==> config.mk <==
export PLATFORM = sky130hd
export DESIGN_NAME = bfds_cell
export DESIGN_NICKNAME = d
export VERILOG_FILES = /design/src/hdl/bfds_pkg.sv /design/src/hdl/bfds_cell.sv
export SDC_FILE = /design/constraint.sdc
export NUM_CORES = 1
export LEC_CHECK = 0
export BUFFER_PORTS_ARGS = -buffer_cell sky130_fd_sc_hd__buf_2
export CORE_AREA = 2 2 105 107
export DETAILED_ROUTE_END_ITERATION = 12
export DIE_AREA = 0 0 107 109
export PLACE_DENSITY = 0.81
export SLEW_MARGIN = 20
export SYNTH_ARGS = -nofsm -noshare
export SYNTH_HDL_FRONTEND = slang
export SYNTH_SLANG_ARGS = --single-unit
==> constraint.sdc <==
create_clock -name clk -period 8 [get_ports clk]
set_clock_uncertainty 0.15 [all_clocks]
set_input_delay 1.6 -clock clk [delete_from_list [all_inputs] [get_ports clk]]
set_output_delay 1.6 -clock clk [all_outputs]
set_load 0.03 [all_outputs]
==> src/hdl/bfds_pkg.sv <==
package bfds_pkg;

  // Default geometry
  localparam int MAX_ITEMS_DEF  = 64;
  localparam int COORD_BITS_DEF = 24;
  localparam int TAG_BITS_DEF   = 16;

  // Key format: unsigned 50-bit squared distance, saturating at KEY_MAX
  localparam int KEY_BITS = 50;
  localparam logic [KEY_BITS-1:0] KEY_MAX = {KEY_BITS{1'b1}};

  // An axis magnitude at or above 2^SQ_LIMIT_BITS saturates the key
  localparam int SQ_LIMIT_BITS = 25;

  // Configuration register map
  localparam int CFG_INDEX_BITS = 2;

  typedef enum logic [CFG_INDEX_BITS-1:0] {
    REG_CAMERA_X = 2'd0,
    REG_CAMERA_Y = 2'd1,
    REG_CAMERA_Z = 2'd2
  } cfg_reg_e;

  // Per-cycle command broadcast to every sort cell
  typedef struct packed {
    logic insert;  // place the new entry in sorted position
    logic pop;     // shift every entry one cell toward the head
  } cell_ctrl_t;

endpackage

==> src/hdl/bfds_cell.sv <==
module bfds_cell #(
  parameter int TAG_BITS = bfds_pkg::TAG_BITS_DEF
) (
  input  logic                          clk,
  input  logic                          rst,
  input  bfds_pkg::cell_ctrl_t          ctrl,
  input  logic [TAG_BITS-1:0]           new_tag,
  input  logic [bfds_pkg::KEY_BITS-1:0] new_key,
  input  logic                          prev_shift,
  input  logic                          prev_valid,
  input  logic [TAG_BITS-1:0]           prev_tag,
  input  logic [bfds_pkg::KEY_BITS-1:0] prev_key,
  input  logic                          next_valid,
  input  logic [TAG_BITS-1:0]           next_tag,
  input  logic [bfds_pkg::KEY_BITS-1:0] next_key,
  output logic                          valid,
  output logic [TAG_BITS-1:0]           tag,
  output logic [bfds_pkg::KEY_BITS-1:0] key,
  output logic                          shift
);
  import bfds_pkg::*;

  // New entry goes at or before this cell when strictly farther or this cell is
  // empty; ties stay behind older entries.
  assign shift = !valid || (new_key > key);

  always_ff @(posedge clk) begin
    if (rst) begin
      valid <= 1'b0;
    end else if (ctrl.pop) begin
      valid <= next_valid;
    end else if (ctrl.insert && shift) begin
      valid <= prev_shift ? prev_valid : 1'b1;
    end
  end

  always_ff @(posedge clk) begin
    if (ctrl.pop) begin
      tag <= next_tag;
      key <= next_key;
    end else if (ctrl.insert && shift) begin
      tag <= prev_shift ? prev_tag : new_tag;
      key <= prev_shift ? prev_key : new_key;
    end
  end

endmodule
==> impl_metrics.csv <==
group,metric,value,unit
yosys,syn_nets,727,
power_and_ir_drop,power.total,1042,uW
global_route,grt_use_total,0.2172,
worst_setup_path,worstSetupPathType,"in -> out",
worst_setup_path,r2r-end,"key[2]",
worst_setup_path,critPathLaunch,"new_key[49]",
worst_setup_path,cp-start-kind,"input pin",
placement,io_buffers,272,
sta,tns,0,ns
yosys,synth_xor_area_frac,0,
detailed_routing,drc_errors,0,
final_layout,layout-drive-gt1-share,0.3930,
final_layout,fin_nets,989,
yosys,synth_area,0.004663,mm2
clocking,clk_latency,0.34,ns
final_layout,final_common_cell,"buf_2",
worst_setup_path,worstPathArrival,3.84,ns
worst_setup_path,required,6.25,ns
yosys,syn_inst,472,
placement,placed_cell_area,0.006138,mm2
power_and_ir_drop,ir_drop,0.09899,mV
yosys,yosysUniqueCellTypes,32,
worst_setup_path,endpoint,"shift",
outcome,status,"finished clean",
run,drv_cap,0,
die,coreArea,0.01060,mm2
detailed_routing,drtAntennaViolNets,0,
power_and_ir_drop,p_per_area,165.1,mW/mm2
die,rows,38,
worst_setup_path,r2r_cells,9,
placement,placed_cells,863,
sta,hold_viol_final,0,
yosys,ys_ff_latch,67,
power_and_ir_drop,p_leak,0.003313,uW
worst_setup_path,rrSetupSlack,3.95,ns
yosys,synth_top_family_by_area,"multiplexers",
yosys,synth-simple-area-share,0.1038,
sta,slew_headroom,0.2479,
placement,globalplace.congestion,0.8147,
sta,rsz0062_at_grt,"no",
global_route,grt_max_degree,72,
yosys,ys_warn_count,0,
yosys,synth_largest_type_area_fraction,0.4250,
sta,slew_violations,0,
global_route,grt_remaining_overflow,0,
sta,fmax,178.9,MHz
final_layout,area_delta_synth_final,35.36,%
clocking,root_buffer,"clkbuf_8",
die,dieArea,0.01166,mm2
yosys,avgSynthCellArea,9.880,um2
detailed_routing,wl_per_cell,14.86,um
clocking,path_clk_slew,0.06,ns
yosys,synthMuxAreaShare,0.1417,
worst_setup_path,crit_cells,9,
worst_setup_path,cp_cell_sequence,"buf_2 -> ha_1 -> nand4_1 -> nor4_2 -> nand3_1 -> a31oi_1 -> nor4_2 -> nor2_1 -> buf_2",
die,die_h,109,um
placement,hpwl,10.49,mm
die,dieWidth,107,um
sta,timing.final.crit_share,0.6986,
yosys,synth-seq-area-share,0.4293,
worst_setup_path,critical_path.max_stage_delay,0.52,ns
sta,hold_ws,0.5909,ns
detailed_routing,viasPerCell,5.069,
die,start_util,0.4398,
clocking,cts.htree.levels,3,
clocking,ctsResizeCount,0,
final_layout,final_area,0.006312,mm2
detailed_routing,drt-initial-drc-count,235,
global_route,grt_pass1_wl,19.78,mm
clocking,cts_buffer_depth,2,
sta,tightest_slew,1.128,ns
final_layout,antennaDiodeCount,0,
worst_setup_path,end_kind,"primary output",
yosys,ys_top_cells_by_area,"edfxtp_1 43%, mux2i_1 14%, ha_1 13%",
detailed_routing,drt-total-wl,13.04,mm
detailed_routing,vias,4451,
clocking,cts_setup_buffers,0,
global_route,grt_pass1_vias,4423,
hold_path,worstHoldPathType,"reg -> reg",
yosys,yosys.area_share.adder,0.1342,
detailed_routing,drt_first_pass_iters,4,
worst_setup_path,path_max_fanout,3,
yosys,yosysTopAreaCell,"edfxtp_1",
clocking,cts-buffers-inserted,9,
clocking,clock_sinks,67,
worst_setup_path,cp_slowest_cell,"nor4_2",
yosys,synth_compound_area_frac,0.1285,
die,ioPinCount,273,
clocking,cts_tree,"done",
final_layout,most-common-layout-cells,"270 x buf_2, 71 x nand2_1, 70 x o21ai_0",
worst_setup_path,rr_startpoint,"key[49]",
sta,layout_min_cycle_time,5.588,ns
final_layout,final_cells,878,
sta,finalSetupViolCount,0,
worst_setup_path,cp_num_buf_inv,2,
worst_setup_path,cp_top_family,"simple AND/OR/NAND/NOR gates",
global_route,antenna_found_initial,0,
clocking,ctsHoldBuffers,0,
[registers in the layout, summed over array words and instances (netlist names)]
name / count
key: 50
tag: 16
valid: 1
[metal layers]
metal / share of wire / vias up / global-route usage / wire length, um
li1: - / 2221 / - / -
met1: 0.39 / 2049 / 0.2272 / 5063
met2: 0.54 / 167 / 0.4286 / 7033
met3: 0.059 / 14 / 0.04184 / 770
met4: 0.013 / 0 / 0.07885 / 176
met5: 0 / - / 0 / 0
[synthesized netlist by cell type]
cell       n
nor4_1     1
inv_1     53
and4_1     1
dfxtp_1    1
a21o_1     9
ha_1      50
nand4_1   12
o22ai_1    1
a31oi_1    2
mux2i_1   66
nand2b_1   4
a211oi_1   1
a21boi_0   1
nand2_1   71
nor4_2     3
or2_2      1
o31a_1     2
o21bai_1   1
edfxtp_1  66
o21ai_0   70
o221ai_1   1
nand3_1    8
buf_1      1
o311a_1    1
clkbuf_1  17
a221oi_1   1
nor2b_1    1
buf_2      5
nor2_1     2
a21oi_1   17
a221o_1    1
nor3_1     1
[worst min-delay path by stage]
stage                from  cells past startpoint    end
CTS                 valid                      3  valid
global placement    valid                      3  valid
global route        valid                      3  valid
finish              valid                      3  valid
floorplan           valid                      3  valid
detailed placement  valid                      3  valid
[final cells by class]
| class | instances | area [um2] |
|---|---|---|
| Clock inverter | 4 | 42.54 |
| Inverter | 53 | 198.9 |
| Timing Repair Buffer | 274 | 1381 |
| Fill cell | 928 | 4290 |
| Clock buffer | 11 | 131.4 |
| Tap cell | 140 | 175.2 |
| Multi-Input combinational cell | 329 | 2381 |
| Sequential cell | 67 | 2002 |
[worst reg2reg max path, cell delays in order (launching register included)]
cell and delay (ns):
edfxtp_1 0.38, inv_1 0.06, ha_1 0.29, nand4_1 0.18, nor4_2 0.52, nand3_1 0.23, a31oi_1 0.32, nor4_2 0.14
o21bai_4 0.85, buf_4 0.55
[kinds of logic after synthesis]
logic type	count (synthesis)
multiplexers	66
adder cells (fa/ha/maj)	50
flip-flops	67
AO/OA/AOI/OAI	108
AND/OR/NAND/NOR	105
buffers and inverters	76
[power breakdown]
part	internal (uW)	switching, uW
clock	140	125
sequential	432	16.9
combinational	126	202
total	698	344
[metrics by stage]
step,utilization,setup WS (ns)
after floorplan,-,1.471
after global placement,0.5789,2.309
final,0.5954,2.412
after CTS,0.5954,2.320
after global routing,0.5954,2.225
after detailed placement,0.5789,2.336
Note: power is estimated with default switching activity, not from simulation.
