$ cat src/hdl/bfds_pkg.sv
package bfds_pkg;

  // Default geometry
  localparam int MAX_ITEMS_DEF  = 64;
  localparam int COORD_BITS_DEF = 24;
  localparam int TAG_BITS_DEF   = 16;

  // Key format: unsigned 50-bit squared distance, saturating at KEY_MAX
  localparam int KEY_BITS = 50;
  localparam logic [KEY_BITS-1:0] KEY_MAX = {KEY_BITS{1'b1}};

  // An axis magnitude at or above 2^SQ_LIMIT_BITS saturates the key
  localparam int SQ_LIMIT_BITS = 25;

  // Configuration register map
  localparam int CFG_INDEX_BITS = 2;

  typedef enum logic [CFG_INDEX_BITS-1:0] {
    REG_CAMERA_X = 2'd0,
    REG_CAMERA_Y = 2'd1,
    REG_CAMERA_Z = 2'd2
  } cfg_reg_e;

  // Per-cycle command broadcast to every sort cell
  typedef struct packed {
    logic insert;  // place the new entry in sorted position
    logic pop;     // shift every entry one cell toward the head
  } cell_ctrl_t;

endpackage

$ cat src/hdl/bfds_dist.sv
module bfds_dist #(
  parameter int COORD_BITS = bfds_pkg::COORD_BITS_DEF,
  parameter int TAG_BITS   = bfds_pkg::TAG_BITS_DEF
) (
  input  logic                                clk,
  input  logic                                rst,
  input  logic                                in_take,
  input  logic        [TAG_BITS-1:0]          in_tag,
  input  logic signed [COORD_BITS-1:0]        in_x,
  input  logic signed [COORD_BITS-1:0]        in_y,
  input  logic signed [COORD_BITS-1:0]        in_z,
  input  logic                                in_last,
  input  logic signed [COORD_BITS-1:0]        cam_x,
  input  logic signed [COORD_BITS-1:0]        cam_y,
  input  logic signed [COORD_BITS-1:0]        cam_z,
  output logic                                res_valid,
  output logic        [TAG_BITS-1:0]          res_tag,
  output logic                                res_last,
  output logic        [bfds_pkg::KEY_BITS-1:0] res_key
);
  import bfds_pkg::*;

  localparam int MW = COORD_BITS + 1;          // magnitude of a difference
  localparam int QW = 2 * MW;                  // one square
  localparam int SW = QW + 2;                  // sum of three squares
  localparam int CW = (SW > KEY_BITS) ? SW : KEY_BITS + 1;

  // Stage 1: per-axis magnitude of the difference
  logic signed [MW-1:0] dx, dy, dz;
  logic        [MW-1:0] mx_next, my_next, mz_next;
  logic        [MW-1:0] mx, my, mz;
  logic                 v1, last1;
  logic [TAG_BITS-1:0]  tag1;

  always_comb begin
    dx = MW'(in_x) - MW'(cam_x);
    dy = MW'(in_y) - MW'(cam_y);
    dz = MW'(in_z) - MW'(cam_z);
    mx_next = dx[MW-1] ? MW'(-dx) : MW'(dx);
    my_next = dy[MW-1] ? MW'(-dy) : MW'(dy);
    mz_next = dz[MW-1] ? MW'(-dz) : MW'(dz);
  end

  always_ff @(posedge clk) begin
    if (rst) begin
      v1 <= 1'b0;
    end else begin
      v1 <= in_take;
    end
    mx    <= mx_next;
    my    <= my_next;
    mz    <= mz_next;
    tag1  <= in_tag;
    last1 <= in_last;
  end

  // Stage 2: squares, one multiplier per axis
  logic [QW-1:0]       qx, qy, qz;
  logic                sat2, v2, last2;
  logic [TAG_BITS-1:0] tag2;
  logic                sat_next;

  always_comb begin
    sat_next = ((mx >> SQ_LIMIT_BITS) != '0) || ((my >> SQ_LIMIT_BITS) != '0) ||
               ((mz >> SQ_LIMIT_BITS) != '0);
  end

  always_ff @(posedge clk) begin
    if (rst) begin
      v2 <= 1'b0;
    end else begin
      v2 <= v1;
    end
    qx    <= QW'(mx) * QW'(mx);
    qy    <= QW'(my) * QW'(my);
    qz    <= QW'(mz) * QW'(mz);
    sat2  <= sat_next;
    tag2  <= tag1;
    last2 <= last1;
  end

  // Stage 3: sum and clamp
  logic [CW-1:0]       sum;
  logic [KEY_BITS-1:0] key_next;

  always_comb begin
    sum = CW'(qx) + CW'(qy) + CW'(qz);
    if (sat2 || (sum > CW'(KEY_MAX))) begin
      key_next = KEY_MAX;
    end else begin
      key_next = KEY_BITS'(sum);
    end
  end

  always_ff @(posedge clk) begin
    if (rst) begin
      res_valid <= 1'b0;
    end else begin
      res_valid <= v2;
    end
    res_key  <= key_next;
    res_tag  <= tag2;
    res_last <= last2;
  end

endmodule

$ cat config.mk
export PLATFORM = sky130hd
export DESIGN_NAME = bfds_dist
export DESIGN_NICKNAME = d
export VERILOG_FILES = /design/src/hdl/bfds_pkg.sv /design/src/hdl/bfds_dist.sv
export SDC_FILE = /design/constraint.sdc
export NUM_CORES = 2
export LEC_CHECK = 0
export ABC_CLOCK_PERIOD_IN_PS = 14480
export BUFFER_PORTS_ARGS = -buffer_cell sky130_fd_sc_hd__buf_4
export CAP_MARGIN = 20
export CORE_MARGIN = 2
export CORE_UTILIZATION = 31
export CTS_CLUSTER_DIAMETER = 30
export DETAILED_ROUTE_END_ITERATION = 6
export SYNTH_ARGS = -nofsm -noshare
export SYNTH_HDL_FRONTEND = slang
export SYNTH_SLANG_ARGS = --single-unit
$ cat constraint.sdc
create_clock -name clk -period 14.48 [get_ports clk]
set_input_delay 1.448 -clock clk [delete_from_list [all_inputs] [get_ports clk]]
set_output_delay 1.448 -clock clk [all_outputs]
set_load 0.05 [all_outputs]
==> qor.txt <==
number of I/O pins: 232
crit end category: flop
post-route minimum period: 8.04 ns
core box area: 225,000 um2
status: completed
Synth Register Bits: 326
Mapped Area: 70,100 um2
via count: 51,100
multi-input logic area: 54,600 um2
layout cell share with drive strength beyond 1: 0.0615
Seq. cell area: 6530 um2
most common cell after layout, fill and taps aside: inv_1
Syn. warnings: 0
H-tree depth: 3
Netlist cell types: 87
die height: 479 um
synthesis-to-layout area growth: 11.4%
CTS buffer count: 76
startpoint types: flop
main flop type after synthesis: dfxtp_1
slew at the pin closest to its max-slew limit: 1.14 ns
syn avg cell area: 9.01 um2
slowest stage cell, crit path: a2111oi_0
CTS Root Cell: clkbuf_16
# DRC: 0
sequential area share after synthesis: 0.0931
Hold-fix buffers, CTS: 0
Pins Over Slew Limit: 0
maxcap violations: 0
# rows: 174
Starting Density: 0.312
Worst path most repeated cell: fa_1
ratio of final minimum period to clock period: 0.556
CTS tree: done
die area: 230,000 um2
Max Freq: 0.124 GHz
GRT Total Usage: 0.162
Num Clock Sinks: 326
Async SR Flop Fraction: 0
crit path DAT: 8.60 ns
final setup fails: 0
crit path kind: reg2reg
routability cong.: 0.906
placed cell areas: 75,200 um2
number of synthesized flops with an enable pin: 0
initial drt markers: 2,552
vias in the first global route: 55,700
worst hold path type: reg2reg
final instance area: 78,100 um2
die width: 479 um
CP max FO: 22
Max Root-Sink Buffers: 3
highest-count cells in the layout ignoring fill and taps: 2,153 x inv_1, 1,451 x fa_1, 686 x nand2_1, 686 x ha_1, 378 x and2_1
Detail Route Antenna Nets: 0
fin nets: 10,200
final WL: 182 mm
Via density: 4.65
initial antenna violation count: 6
first-pass GRT wire length: 297 mm
DR WL/cell: 16.6 um
Port Buffers: 231
# fillers: 23,000
Worst path top cell family by delay: adder cells
RSZ-0062 raised after global routing: false
Clock Latency Late Sink: 0.71 ns
Setup Skew: 0.0739 ns
largest net degree at the start of global routing: 50
Mapped Cells: 7,774
Fin. Hold Viols: 0
relative slew slack: 0.236
post-DP HPWL: 150 mm
Post-CTS Resized: 0
Buf+Inv Stages, Crit Path: 6
1st-pass router iterations: 5
Reg clk slew, reported paths: 0.05 ns
grt ovf: 0
postcts setup bufs: 0
Worst EP required: 15.04 ns
final setup TNS: 0 ns
CP peak stage delay: 0.86 ns
[through the flow]
step                      hold WS (ns)  worst slack (ns)  std cells  utilization
after floorplan                  0.310              7.28       7775            -
after global placement           0.310              6.46      10800        0.335
after detailed placement         0.312              6.33      10800        0.335
after CTS                        0.324              6.35      11000        0.347
after global routing             0.331              5.92      11000        0.347
final                            0.323              6.44      11000        0.347
[logic make-up (layout without fill, tap and decap cells)]
| kind of cell | after synthesis | after routing | share of synthesized area |
|---|---|---|---|
| xor+xnor | 320 | 320 | 0.0400 |
| compound gates | 910 | 910 | 0.0838 |
| simple gates | 1679 | 1679 | 0.116 |
| flops | 326 | 326 | 0.0931 |
| mux | 13 | 13 | 0.00195 |
| buf+inv | 2387 | 2596 | 0.128 |
| other cells | 2 | 6 | 0.000107 |
| fa+ha+maj | 2137 | 2137 | 0.537 |
[per-layer routing]
layer / GRT usage / routed length [um]
met3: 0.0199 / 8830
met4: 0.0641 / 7650
met1: 0.204 / 76200
met2: 0.281 / 89700
met5: 0 / 0
[final timing paths]
kind / slack (ns) / to / cells past startpoint / start
max: 6.44 / qy[49] / 25 / my[9]
max reg2reg: 6.44 / qy[49] / 25 / my[9]
min: 0.32 / tag2[8] / 0 / tag1[8]
min reg2reg: 0.32 / tag2[8] / 0 / tag1[8]
[cells in the mapped netlist, types with 6 or more instances]
cell type / n / share of area
inv_1: 2153 / 0.12
fa_1: 1451 / 0.41
ha_1: 686 / 0.12
nand2_1: 686 / 0.037
and2_1: 378 / 0.034
dfxtp_1: 326 / 0.093
a21oi_1: 283 / 0.020
nor2_1: 244 / 0.013
clkbuf_1: 221 / 0.012
xnor2_1: 215 / 0.027
o21ai_0: 170 / 0.012
a21o_1: 151 / 0.016
xor2_1: 105 / 0.013
nand3_1: 68 / 0.0049
nand4_1: 51 / 0.0046
nor2b_1: 47 / 0.0042
nor3_1: 44 / 0.0031
o21a_1: 37 / 0.0040
a211oi_1: 36 / 0.0039
nand2b_1: 33 / 0.0029
o21bai_1: 33 / 0.0035
and3_1: 32 / 0.0029
a31oi_1: 27 / 0.0024
or3_1: 21 / 0.0019
o211ai_1: 20 / 0.0021
or2_2: 20 / 0.0018
o31ai_1: 19 / 0.0020
a211o_1: 17 / 0.0021
nor4_1: 15 / 0.0013
nor3b_1: 10 / 0.0011
a2111oi_0: 9 / 0.0011
buf_2: 9 / 0.00064
o31a_1: 9 / 0.0011
mux2i_1: 8 / 0.0011
a221oi_1: 7 / 0.00087
o2111ai_1: 7 / 0.00087
o21ai_1: 7 / 0.00050
and4_1: 6 / 0.00075
or4_1: 6 / 0.00064
[cell type report]
| class | instances | area share |
|---|---|---|
| inverter | 2153 | 0.104 |
| multi-input combinational | 5062 | 0.699 |
| tap | 2992 | 0.0480 |
| sequential | 326 | 0.0836 |
| clock buffer | 85 | 0.0256 |
| antenna | 3 | 0.0000962 |
| clock inverter | 54 | 0.00965 |
| timing repair buffer | 304 | 0.0303 |
[registers in the layout, summed over array words and instances (netlist names)]
signal,count
res_valid,1
my,25
last1,1
tag1,16
tag2,16
qy,49
qz,49
mz,25
res_tag,16
res_last,1
res_key,50
v2,1
last2,1
mx,25
v1,1
qx,49
Power is not shown: default switching activity piles up to over one toggle a cycle in this logic, so the estimate is an artifact.
